### config.mk
export PLATFORM = sky130hd
export DESIGN_NAME = minmax_calibrated_normalizer_flat
export DESIGN_NICKNAME = d
export VERILOG_FILES = /design/src/hdl/mcn_pkg.sv /design/src/hdl/mcn_ifs.sv /design/src/hdl/minmax_calibrated_normalizer.sv /design/src/flat_wrapper.sv
export SDC_FILE = /design/constraint.sdc
export NUM_CORES = 1
export LEC_CHECK = 0
export BUFFER_PORTS_ARGS = -buffer_cell sky130_fd_sc_hd__clkbuf_2
export CORE_MARGIN = 5
export CORE_UTILIZATION = 51
export DETAILED_ROUTE_END_ITERATION = 8
export PLACE_DENSITY = 0.77
export RECOVER_POWER = 100
export SETUP_SLACK_MARGIN = 0.05
export SKIP_CTS_REPAIR_TIMING = 1
export SLEW_MARGIN = 30
export SYNTH_ARGS = -nofsm -noshare
export SYNTH_HDL_FRONTEND = slang
export SYNTH_SLANG_ARGS = --single-unit
### constraint.sdc
create_clock -name clk_i -period 6.28 [get_ports clk_i]
set_clock_uncertainty 0.05 [all_clocks]
set_input_delay 0.314 -clock clk_i [delete_from_list [all_inputs] [get_ports clk_i]]
set_output_delay 0.314 -clock clk_i [all_outputs]
set_load 0.01 [all_outputs]
### src/hdl/mcn_pkg.sv
package mcn_pkg;

  // channel order inside the shared divider sequence
  localparam int unsigned NUM_CH = 3;
  localparam int unsigned CH_W   = 2;

  localparam logic [CH_W-1:0] CH_PEDAL = 2'd0;
  localparam logic [CH_W-1:0] CH_LEFT  = 2'd1;
  localparam logic [CH_W-1:0] CH_RIGHT = 2'd2;

  typedef logic [CH_W-1:0] ch_idx_t;

endpackage

### src/hdl/mcn_ifs.sv
interface mcn_in_if #(
  parameter int unsigned PEDAL_BITS = 12,
  parameter int unsigned FORCE_BITS = 24
) ();
  logic                         valid;
  logic                         ready;
  logic                         calibrate;
  logic        [PEDAL_BITS-1:0] pedal_raw;
  logic signed [FORCE_BITS-1:0] left_force_raw;
  logic signed [FORCE_BITS-1:0] right_force_raw;

  modport source (
    output valid, calibrate, pedal_raw, left_force_raw, right_force_raw,
    input  ready
  );
  modport sink (
    input  valid, calibrate, pedal_raw, left_force_raw, right_force_raw,
    output ready
  );
endinterface

interface mcn_out_if #(
  parameter int unsigned FRAC_BITS = 16
) ();
  logic               valid;
  logic               ready;
  logic [FRAC_BITS:0] pedal_level;
  logic [FRAC_BITS:0] left_level;
  logic [FRAC_BITS:0] right_level;

  modport source (
    output valid, pedal_level, left_level, right_level,
    input  ready
  );
  modport sink (
    input  valid, pedal_level, left_level, right_level,
    output ready
  );
endinterface

### src/hdl/minmax_calibrated_normalizer.sv
// calibrate transfer: extremes update at the accepting edge, ready stays high
// measure transfer: three channels in turn through one restoring divider, each through
//   S_LOAD, S_CHECK and S_DIV (S_DIV skipped when the level is 0 or 1); the result is
//   held in S_FIN while the previous result waits; the next item is taken once the
//   sequence is back in idle
// asynchronous active-low reset: extremes to the empty range, sequencer idle, no result
module minmax_calibrated_normalizer
  import mcn_pkg::*;
#(
  parameter int unsigned PEDAL_BITS = 12,
  parameter int unsigned FORCE_BITS = 24,
  parameter int unsigned FRAC_BITS  = 16
) (
  input  logic clk_i,
  input  logic rst_ni,
  mcn_in_if.sink    in_i,
  mcn_out_if.source out_o
);

  // common signed width for differences of any channel
  localparam int unsigned SW = (PEDAL_BITS + 1 > FORCE_BITS) ? PEDAL_BITS + 1 : FORCE_BITS;
  localparam int unsigned DW = SW + 1;
  localparam int unsigned CW = $clog2(FRAC_BITS);

  localparam logic [2:0] S_IDLE  = 3'd0;
  localparam logic [2:0] S_LOAD  = 3'd1;
  localparam logic [2:0] S_CHECK = 3'd2;
  localparam logic [2:0] S_DIV   = 3'd3;
  localparam logic [2:0] S_FIN   = 3'd4;

  localparam logic [FRAC_BITS:0] LVL_ONE  = {1'b1, {FRAC_BITS{1'b0}}};
  localparam logic [FRAC_BITS:0] LVL_ZERO = '0;

  localparam logic signed [FORCE_BITS-1:0] FORCE_MAX = {1'b0, {(FORCE_BITS-1){1'b1}}};
  localparam logic signed [FORCE_BITS-1:0] FORCE_MIN = {1'b1, {(FORCE_BITS-1){1'b0}}};

  logic [2:0] state_q, state_d;
  ch_idx_t    ch_q, ch_d;
  logic [CW-1:0] cnt_q, cnt_d;

  // running extremes
  logic        [PEDAL_BITS-1:0] pedal_lo_q, pedal_hi_q;
  logic signed [FORCE_BITS-1:0] left_lo_q, left_hi_q, right_lo_q, right_hi_q;

  // captured samples of the item in work
  logic        [PEDAL_BITS-1:0] pedal_s_q;
  logic signed [FORCE_BITS-1:0] left_s_q, right_s_q;

  // divider datapath
  logic signed [DW-1:0] num_q, num_d, den_q, den_d;
  logic [DW-1:0] rem_q, rem_d, dvs_q, dvs_d;
  logic [FRAC_BITS-1:0] quo_q, quo_d;

  logic [FRAC_BITS:0] lvl_q [NUM_CH];
  logic [FRAC_BITS:0] out_pedal_q, out_left_q, out_right_q;
  logic out_valid_q, out_valid_d;

  logic in_xfer, cal_xfer, meas_xfer, out_load;

  logic signed [DW-1:0] s_sel, lo_sel, hi_sel;
  logic [DW-1:0] mag_n, mag_d;
  logic [DW:0]   r2;
  logic          r_ge;
  logic          lvl_we;
  logic [FRAC_BITS:0] lvl_raw, lvl_wval;
  logic          ch_last;

  assign in_i.ready = (state_q == S_IDLE);
  assign in_xfer    = in_i.valid && in_i.ready;
  assign cal_xfer   = in_xfer && in_i.calibrate;
  assign meas_xfer  = in_xfer && !in_i.calibrate;
  assign out_load   = (state_q == S_FIN) && (!out_valid_q || out_o.ready);

  assign out_o.valid       = out_valid_q;
  assign out_o.pedal_level = out_pedal_q;
  assign out_o.left_level  = out_left_q;
  assign out_o.right_level = out_right_q;

  // operand select for the channel in work
  always_comb begin
    case (ch_q)
      CH_PEDAL: begin
        s_sel  = {{(DW-PEDAL_BITS){1'b0}}, pedal_s_q};
        lo_sel = {{(DW-PEDAL_BITS){1'b0}}, pedal_lo_q};
        hi_sel = {{(DW-PEDAL_BITS){1'b0}}, pedal_hi_q};
      end
      CH_LEFT: begin
        s_sel  = {{(DW-FORCE_BITS){left_s_q[FORCE_BITS-1]}}, left_s_q};
        lo_sel = {{(DW-FORCE_BITS){left_lo_q[FORCE_BITS-1]}}, left_lo_q};
        hi_sel = {{(DW-FORCE_BITS){left_hi_q[FORCE_BITS-1]}}, left_hi_q};
      end
      default: begin
        s_sel  = {{(DW-FORCE_BITS){right_s_q[FORCE_BITS-1]}}, right_s_q};
        lo_sel = {{(DW-FORCE_BITS){right_lo_q[FORCE_BITS-1]}}, right_lo_q};
        hi_sel = {{(DW-FORCE_BITS){right_hi_q[FORCE_BITS-1]}}, right_hi_q};
      end
    endcase
  end

  assign mag_n = num_q[DW-1] ? DW'(-num_q) : DW'(num_q);
  assign mag_d = den_q[DW-1] ? DW'(-den_q) : DW'(den_q);

  // one restoring step
  assign r2   = {rem_q, 1'b0};
  assign r_ge = (r2 >= {1'b0, dvs_q});

  assign ch_last = (ch_q == CH_RIGHT);

  always_comb begin
    state_d     = state_q;
    ch_d        = ch_q;
    cnt_d       = cnt_q;
    num_d       = num_q;
    den_d       = den_q;
    rem_d       = rem_q;
    dvs_d       = dvs_q;
    quo_d       = quo_q;
    out_valid_d = out_valid_q;
    lvl_we      = 1'b0;
    lvl_raw     = LVL_ZERO;

    if (out_valid_q && out_o.ready) begin
      out_valid_d = 1'b0;
    end

    case (state_q)
      S_IDLE: begin
        if (meas_xfer) begin
          ch_d    = CH_PEDAL;
          state_d = S_LOAD;
        end
      end
      S_LOAD: begin
        num_d   = s_sel - lo_sel;
        den_d   = hi_sel - lo_sel;
        state_d = S_CHECK;
      end
      S_CHECK: begin
        // equal extremes, zero numerator or opposite signs give zero
        if ((den_q == '0) || (num_q == '0) || (num_q[DW-1] != den_q[DW-1])) begin
          lvl_we  = 1'b1;
          lvl_raw = LVL_ZERO;
        end else if (mag_n >= mag_d) begin
          lvl_we  = 1'b1;
          lvl_raw = LVL_ONE;
        end else begin
          rem_d   = mag_n;
          dvs_d   = mag_d;
          quo_d   = '0;
          cnt_d   = '0;
          state_d = S_DIV;
        end
        if (lvl_we) begin
          if (ch_last) begin
            state_d = S_FIN;
          end else begin
            ch_d    = ch_q + CH_W'(1);
            state_d = S_LOAD;
          end
        end
      end
      S_DIV: begin
        if (r_ge) begin
          rem_d = DW'(r2 - {1'b0, dvs_q});
        end else begin
          rem_d = DW'(r2);
        end
        quo_d = {quo_q[FRAC_BITS-2:0], r_ge};
        cnt_d = cnt_q + CW'(1);
        if (cnt_q == CW'(FRAC_BITS - 1)) begin
          lvl_we  = 1'b1;
          lvl_raw = {1'b0, quo_d};
          if (ch_last) begin
            state_d = S_FIN;
          end else begin
            ch_d    = ch_q + CH_W'(1);
            state_d = S_LOAD;
          end
        end
      end
      S_FIN: begin
        if (out_load) begin
          out_valid_d = 1'b1;
          state_d     = S_IDLE;
        end
      end
      default: begin
        state_d = S_IDLE;
      end
    endcase
  end

  // pedal level is inverted
  assign lvl_wval = (ch_q == CH_PEDAL) ? (LVL_ONE - lvl_raw) : lvl_raw;

  always_ff @(posedge clk_i or negedge rst_ni) begin
    if (!rst_ni) begin
      state_q     <= S_IDLE;
      ch_q        <= CH_PEDAL;
      cnt_q       <= '0;
      out_valid_q <= 1'b0;
      pedal_lo_q  <= '1;
      pedal_hi_q  <= '0;
      left_lo_q   <= FORCE_MAX;
      left_hi_q   <= FORCE_MIN;
      right_lo_q  <= FORCE_MAX;
      right_hi_q  <= FORCE_MIN;
    end else begin
      state_q     <= state_d;
      ch_q        <= ch_d;
      cnt_q       <= cnt_d;
      out_valid_q <= out_valid_d;
      if (cal_xfer) begin
        if (in_i.pedal_raw < pedal_lo_q) pedal_lo_q <= in_i.pedal_raw;
        if (in_i.pedal_raw > pedal_hi_q) pedal_hi_q <= in_i.pedal_raw;
        if (in_i.left_force_raw < left_lo_q) left_lo_q <= in_i.left_force_raw;
        if (in_i.left_force_raw > left_hi_q) left_hi_q <= in_i.left_force_raw;
        if (in_i.right_force_raw < right_lo_q) right_lo_q <= in_i.right_force_raw;
        if (in_i.right_force_raw > right_hi_q) right_hi_q <= in_i.right_force_raw;
      end
    end
  end

  always_ff @(posedge clk_i) begin
    if (meas_xfer) begin
      pedal_s_q <= in_i.pedal_raw;
      left_s_q  <= in_i.left_force_raw;
      right_s_q <= in_i.right_force_raw;
    end
    num_q <= num_d;
    den_q <= den_d;
    rem_q <= rem_d;
    dvs_q <= dvs_d;
    quo_q <= quo_d;
    if (lvl_we) begin
      lvl_q[ch_q] <= lvl_wval;
    end
    if (out_load) begin
      out_pedal_q <= lvl_q[CH_PEDAL];
      out_left_q  <= lvl_q[CH_LEFT];
      out_right_q <= lvl_q[CH_RIGHT];
    end
  end

endmodule
### src/flat_wrapper.sv
// flat-port wrapper written by rule: the top's interface ports become plain ports
module minmax_calibrated_normalizer_flat import mcn_pkg::*;
#(
  parameter int unsigned PEDAL_BITS = 12,
  parameter int unsigned FORCE_BITS = 24,
  parameter int unsigned FRAC_BITS  = 16
)
  (clk_i, rst_ni, in_i_valid, in_i_calibrate, in_i_pedal_raw, in_i_left_force_raw, in_i_right_force_raw, in_i_ready, out_o_valid, out_o_pedal_level, out_o_left_level, out_o_right_level, out_o_ready);
  mcn_in_if #(.PEDAL_BITS(PEDAL_BITS), .FORCE_BITS(FORCE_BITS)) in_i_i ();
  mcn_out_if #(.FRAC_BITS(FRAC_BITS)) out_o_i ();
  input  logic clk_i;
  input  logic rst_ni;
  input wire logic [$bits(in_i_i.valid)-1:0] in_i_valid;
  input wire logic [$bits(in_i_i.calibrate)-1:0] in_i_calibrate;
  input wire logic [$bits(in_i_i.pedal_raw)-1:0] in_i_pedal_raw;
  input wire logic [$bits(in_i_i.left_force_raw)-1:0] in_i_left_force_raw;
  input wire logic [$bits(in_i_i.right_force_raw)-1:0] in_i_right_force_raw;
  output wire logic [$bits(in_i_i.ready)-1:0] in_i_ready;
  output wire logic [$bits(out_o_i.valid)-1:0] out_o_valid;
  output wire logic [$bits(out_o_i.pedal_level)-1:0] out_o_pedal_level;
  output wire logic [$bits(out_o_i.left_level)-1:0] out_o_left_level;
  output wire logic [$bits(out_o_i.right_level)-1:0] out_o_right_level;
  input wire logic [$bits(out_o_i.ready)-1:0] out_o_ready;
  assign in_i_i.valid = in_i_valid;
  assign in_i_i.calibrate = in_i_calibrate;
  assign in_i_i.pedal_raw = in_i_pedal_raw;
  assign in_i_i.left_force_raw = in_i_left_force_raw;
  assign in_i_i.right_force_raw = in_i_right_force_raw;
  assign in_i_ready = in_i_i.ready;
  assign out_o_valid = out_o_i.valid;
  assign out_o_pedal_level = out_o_i.pedal_level;
  assign out_o_left_level = out_o_i.left_level;
  assign out_o_right_level = out_o_i.right_level;
  assign out_o_i.ready = out_o_ready;
  minmax_calibrated_normalizer #(.PEDAL_BITS(PEDAL_BITS), .FORCE_BITS(FORCE_BITS), .FRAC_BITS(FRAC_BITS)) u_core (.clk_i(clk_i), .rst_ni(rst_ni), .in_i(in_i_i), .out_o(out_o_i));
endmodule
==> results of run 1 <==
[report_power, final]
group	switching, mW	internal (mW)
sequential	0.688	4.41
clock	1.11	1.69
combinational	5.61	3.92
total	7.41	10.0
[Yosys cell counts (8+ instances only)]
cell,instances
edfxtp_1,277
ha_1,220
inv_1,208
nand2_1,157
a21oi_1,155
nor2_1,128
o21ai_0,98
mux2_2,94
dfrtp_1,70
xnor2_1,68
a21o_1,67
dfstp_2,60
a22oi_1,58
clkbuf_1,57
xor2_1,40
nor3_1,38
nand4_1,32
o31ai_1,32
o21a_1,28
and3_1,23
nand2b_1,23
nor2b_1,22
o22ai_1,18
nand3_1,17
or3_1,15
a211oi_1,14
o41ai_1,12
a31oi_1,11
o221ai_1,10
o31a_1,10
o211ai_1,9
nor4_1,8
[worst max path at each step]
stage | from | endpoint | slack [ps]
final | u_core.num_q[3] | u_core.lvl_q[2][16] | 810
after detailed placement | u_core.den_q[0] | u_core.rem_q[0] | 1280
after floorplan | u_core.den_q[0] | u_core.quo_q[0] | 1310
after global placement | u_core.den_q[0] | u_core.rem_q[0] | 1420
after CTS | u_core.num_q[3] | u_core.rem_q[0] | 1230
after global routing | rst_ni | u_core.right_hi_q[7] | 480
[per-layer routing]
| layer | vias to the layer above | share of wire [%] |
|---|---|---|
| met2 | 538 | 49 |
| met3 | 128 | 5.1 |
| li1 | 8366 | - |
| met4 | 0 | 3.1 |
| met5 | - | 0 |
| met1 | 8555 | 42 |
[critical path, delay by kind of cell (launching register included)]
kind | cells | cell delay (ps)
xor gates and xnor gates | 1 | 240
DFF | 1 | 480
buffers and inverters | 1 | 360
AOI/OAI and AO/OA | 6 | 1900
adders and majority gates | 2 | 730
and+or+nand+nor | 5 | 1350
[cell type report]
| type | instances | area share, % |
|---|---|---|
| flip-flops and latches | 407 | 43.2 |
| multi-input cells | 1495 | 40.9 |
| clock buffers | 55 | 4.54 |
| repair buffers | 200 | 4.28 |
| inverters | 209 | 2.91 |
| well taps | 607 | 2.82 |
| clock inverters | 26 | 1.35 |
| diodes | 1 | 0.00928 |
[metrics by stage]
stage	hold slack, ps	cells	utilization [%]	total power [mW]	setup slack, ps
2_1_floorplan	-31.6	2179	-	12.2	1310
3_3_place_gp	352	2861	54.2	14.1	1420
3_5_place_dp	355	2861	54.2	14.5	1280
4_1_cts	-137	2942	57.7	17.4	1230
5_1_grt	14.1	2999	58.3	18.8	482
6_report	22.2	3000	58.3	17.4	812
[logic make-up after synthesis]
kind of cell    count (synthesis)
flops                         407
compound gates                574
buf+inv                       277
simple gates                  487
fa+ha+maj                     225
xor+xnor                      109
mux                           100
[sequential cells by signal (all words and copies together), names as in the netlist, 12 cells and up]
signal / cells
u_core.right_hi_q: 24
out_o_right_level: 17
u_core.den_q: 25
out_o_left_level: 17
u_core.right_s_q: 24
u_core.left_lo_q: 24
u_core.pedal_hi_q: 12
u_core.pedal_s_q: 12
out_o_pedal_level: 17
u_core.left_hi_q: 24
u_core.num_q: 25
u_core.dvs_q: 25
u_core.left_s_q: 24
u_core.rem_q: 25
u_core.quo_q: 15
u_core.pedal_lo_q: 12
u_core.lvl_q: 51
u_core.right_lo_q: 24
==> results.cfg, run 1 <==
[outcome]
status = finished, violations left
violations = max-capacitance violations, max-slew violations

[final_layout]
fill_cells = 3728
drive_above_1_share_pct = 11.0
multi_input_area_sq_mm = 0.0110
fin_area_sq_mm = 0.0270
seqCellArea_sq_mm = 0.0116
syn2layout_area_growth_pct = 13.6
nets = 2645
final_common_cell = edfxtp_1
final_cell_mix = 277 x edfxtp_1, 219 x ha_1, 209 x inv_1, 157 x nand2_1, 155 x a21oi_1

[cts]
cts_tree = done
cts.sinks = 407
cts.path.max_buffers = 3
numCtsBuffers = 44
htreeDepth = 2
clk_pin_slew_ps = 60
cts_root_buf = clkbuf_16
clkLatencyLatePin_ps = 590

[global_routing]
grt_usage_pct = 22.0
grt_util_met3_pct = 2.83
grt_pass1_vias = 17300
grt_util_met1_pct = 29.3
grt_max_degree = 76
grt-busiest-layer = met2
grt_pass1_wl_microns = 90800
grt.met2_usage_pct = 37.7
globalRouteOverflowTotal = 0
antenna_found_initial = 0

[worst_setup_path]
r2r-end = u_core.lvl_q[2][16]
endpoint_kind = flop
rr_startpoint = u_core.num_q[3]
startpoint_type = flop
cp_cell_sequence = nor4_4, nand3_1, nand2b_1, o41ai_1, xnor2_1, ha_1, a211oi_1, nor2b_1, o311ai_0, o221a_1, maj3_1, a21bo_1, o31ai_1, nor2_1, clkbuf_2
critPathArrivalTime_ps = 5640
critPathKind = flop to flop
ff2ff_path_depth = 15
ff2ff_setup_slack_ps = 810
worstPathRequired_ps = 6450
critPathSlowestCell = nor4_4
cp_max_fo = 17
cp_slowest_stage_delay_ps = 510

[die]
chipHeight_microns = 226
initial_core_util_pct = 51.3
dieWidth_microns = 226
rows = 79
ios = 118
die-area_sq_mm = 0.0510
core_area_sq_mm = 0.0463

[yosys]
yosysUniqueCellTypes = 76
synth_top_family_by_area = compound AO/OA/AOI/OAI gates
avgSynthCellArea_sq_um = 10.9
synth_area_sq_mm = 0.0237
synth-main-ff-cell = edfxtp_1
synth-simple-area-share_pct = 9.86
synth_edf_count = 277
async_flop_share_pct = 31.9
synth_top_cell_area_share_pct = 35.0
synth_cells = 2179
synthMuxAreaShare_pct = 4.73
synth_xor_area_share_pct = 4.05
synth_largest_area_cell = edfxtp_1
ys_seq_elements = 407
yosysWarnings = 0
yosysSeqAreaShare_pct = 49.1
synthAdderAreaFrac_pct = 11.9
synth_compound_area_share_pct = 16.0
synthTopCellsByArea = edfxtp_1 35%, ha_1 12%, dfrtp_1 7.4%, dfstp_2 6.6%, mux2_2 4.5%
syn_nets = 2467

[power]
powerDensity_mw_per_mm2 = 646
p_leak_nw = 11.1
ir_drop_mv = 0.315

[min_path]
hold_end = u_core.out_o.valid
worstHoldStart = out_o_ready
hold_depth = 3
min_path_type = primary input to flop

[detailed_routing]
drt_iter0_drc = 1294
final_antenna_net_count = 0
wl_microns = 58000
avgRoutedWirePerCell_microns = 19.3
dr_total_vias = 17600
drtPass1Iterations = 6
vias_per_cell = 5.86
drc = 0

[sta]
slew_headroom_pct = -178
max_freq_ghz = 0.183
rsz0062_at_grt = no
tightestPinTransition_ps = 4160
timing.final.crit_share_pct = 87.1
slew_violations = 320
hold_violations = 0
setup_viol = 0
tns_ps = 0
layout_min_cycle_time_ps = 5470

[place]
gp_congestion = 0.919
placed_area_sq_mm = 0.0251
port-buffer-count = 117
hpwl_microns = 42300

[job]
maxCapViolCount = 9
Note: power is estimated with default switching activity, not from simulation.
==> inputs of run 2 (changes only) <==
ABC_AREA = 1   (was default)
==> results.cfg, run 2 <==
[final_layout]
final_cell_mix = 439 x nand2_1, 351 x inv_1, 277 x edfxtp_1, 220 x ha_1, 204 x a21oi_1
n_antenna_cell = 0
syn2layout_area_growth_pct = 12.4
seqCellArea_sq_mm = 0.0116
final_cells = 3337
drive_above_1_share_pct = 7.29
nets = 2985
multi_input_area_sq_mm = 0.0105
fin_util_pct = 57.7
final_common_cell = nand2_1
regMostFlops = u_core.lvl_q
fill_cells = 3829
largest_reg_flops = 51

[yosys]
synth_top_cell_area_share_pct = 34.9
ys_seq_elements = 407
yosysUniqueCellTypes = 59
synth_cells = 2515
synth_largest_area_cell = edfxtp_1
synth_edf_count = 277
synthTopCellsByArea = edfxtp_1 35%, ha_1 12%, dfrtp_1 7.4%, nand2_1 6.8%, dfstp_2 6.6%
async_flop_share_pct = 31.9
yosysMostFrequentCell = nand2_1
yosysWarnings = 0
synthTopCellsByCount = 431 x nand2_1, 349 x inv_1, 277 x edfxtp_1, 220 x ha_1, 204 x a21oi_1
syn_nets = 2803
yosysSeqAreaShare_pct = 48.9
synth-main-ff-cell = edfxtp_1
avgSynthCellArea_sq_um = 9.46
synth_area_sq_mm = 0.0238

[place]
gp_congestion = 0.971
dp.cells = 3198
hpwl_microns = 45100
port-buffer-count = 117

[detailed_routing]
wl_microns = 59900
dr_total_vias = 18600
final_antenna_net_count = 0
top_layer = met4
avgRoutedWirePerCell_microns = 17.9
dr_wl_met2_microns = 29400
vias_per_cell = 5.57
met1Wirelength_microns = 24500
drtPass1Iterations = 6
routed-wl-met3_microns = 3470
drc = 0
drt_iter0_drc = 1617

[sta]
hold_slack_ps = 20.2
slew_violations = 482
rsz0062_at_grt = no
tightestPinTransition_ps = 3570
timing.final.crit_share_pct = 84.8
max_freq_ghz = 0.188
layout_min_cycle_time_ps = 5320
setup_viol = 0
tns_ps = 0
hold_violations = 0
slew_headroom_pct = -138

[power]
ir_drop_mv = 0.262
powerDensity_mw_per_mm2 = 627
p_leak_nw = 11.8
finalPower_mw = 16.8

[min_path]
min_path_type = primary input to flop
worstHoldStart = out_o_ready

[die]
rows = 79
chipHeight_microns = 226
core_area_sq_mm = 0.0464
ios = 118
dieWidth_microns = 226
initial_core_util_pct = 51.3
die-area_sq_mm = 0.0511

[global_routing]
grt_pass1_wl_microns = 94600
globalRouteOverflowTotal = 0
grt_max_degree = 69
grt_usage_pct = 22.9
grt_pass1_vias = 18500
antenna_found_initial = 0

[outcome]
violations = max-capacitance violations, max-slew violations
status = finished, violations left

[cts]
clk_pin_slew_ps = 60
cts_root_buf = clkbuf_16
cts_tree = done
cts.sinks = 407
cts.path.max_buffers = 3
htreeDepth = 2
clkLatencyLatePin_ps = 590
numCtsBuffers = 43

[worst_setup_path]
critPathArrivalTime_ps = 5440
worstPathRequired_ps = 6400
critPathSlowestCell = a21oi_1
startpoint_type = flop
cp_max_fo = 17
cp_cell_sequence = inv_1, ha_1, nand2_1, nor2_1, nand3_4, inv_1, nand3_1, o31ai_1, xor2_1, inv_1, ha_1, nand2_1, nor3_1, nand3_1, nor2_1, nand3_2, nor2_1, nor2_1, o21ai_2, nor2_1, nand3_1, nand2_1, a21oi_1
rr_startpoint = u_core.den_q[0]
endpoint_kind = flop
path_common_cell = nor2_1
critPathKind = flop to flop
startpoint = u_core.den_q[0]
cp_slowest_stage_delay_ps = 1360

[job]
maxCapViolCount = 11
[run 2: cell types whose count changed after synthesis, sizes merged, moves of 28 or more]
cell   delta
xnor2    -34
xor2     +47
o21ai    +74
o31ai    -28
inv     +150
nand3    +79
a21oi    +51
a22oi    -44
mux2     -95
a21o     -60
nor2     +55
nand2   +301
[run 2: cell families (layout without fill, tap and decap cells)]
| logic type | Yosys count | in the layout | synth area share [%] |
|---|---|---|---|
| adder cells (fa/ha/maj) | 223 | 223 | 11.8 |
| XOR/XNOR | 122 | 122 | 4.49 |
| AO/OA/AOI/OAI | 524 | 524 | 12.7 |
| flip-flops | 407 | 407 | 48.9 |
| AND/OR/NAND/NOR | 818 | 818 | 15.3 |
| buffers and inverters | 421 | 636 | 6.80 |
[run 2: final cells by class]
cell class / count / share of cell area, %
clock buffer: 53 / 4.28
sequential: 407 / 43.5
timing repair buffer: 197 / 4.33
tap: 607 / 2.84
inverter: 361 / 5.06
multi-input combinational: 1687 / 39.1
clock inverter: 25 / 0.907
[run 2: worst max-delay path: cells and delay by family (launching register included)]
family,cells,cell delay [ps]
compound gates,3,1670
xor+xnor,1,320
fa+ha+maj,2,470
buf+inv,3,260
flops,1,440
simple gates,14,1690
[run 2: metrics by stage]
stage | area [sq um] | setup WS, ps
2_1_floorplan | 23800 | 1800
3_3_place_gp | 25100 | 1690
3_5_place_dp | 25100 | 1580
4_1_cts | 26500 | 1530
5_1_grt | 26800 | 633
6_report | 26800 | 956
[run 2: path summary, 6_finish.rpt]
path                            slack [ps]  cells past startpoint                    end
worst max-delay path                   960                     23    u_core.lvl_q[0][14]
worst min-delay path                    20                      4     u_core.out_o.valid
worst max register to register         960                     23    u_core.lvl_q[0][14]
worst min register to register         360                      0  out_o_pedal_level[15]
max in group asynchronous             1570                      3        u_core.cnt_q[2]
min in group asynchronous             1440                      2  u_core.right_hi_q[18]
[run 2: metal layers]
metal  GRT usage, %  vias up
li1               -     8956
met5              0        -
met4           8.81        0
met2           39.8      651
met1           29.1     8807
met3           3.35      163
[run 2: power by group]
part / internal [mW] / switching, mW
logic: 3.24 / 5.97
clock network: 1.40 / 1.10
registers: 4.49 / 0.569
total: 9.13 / 7.64
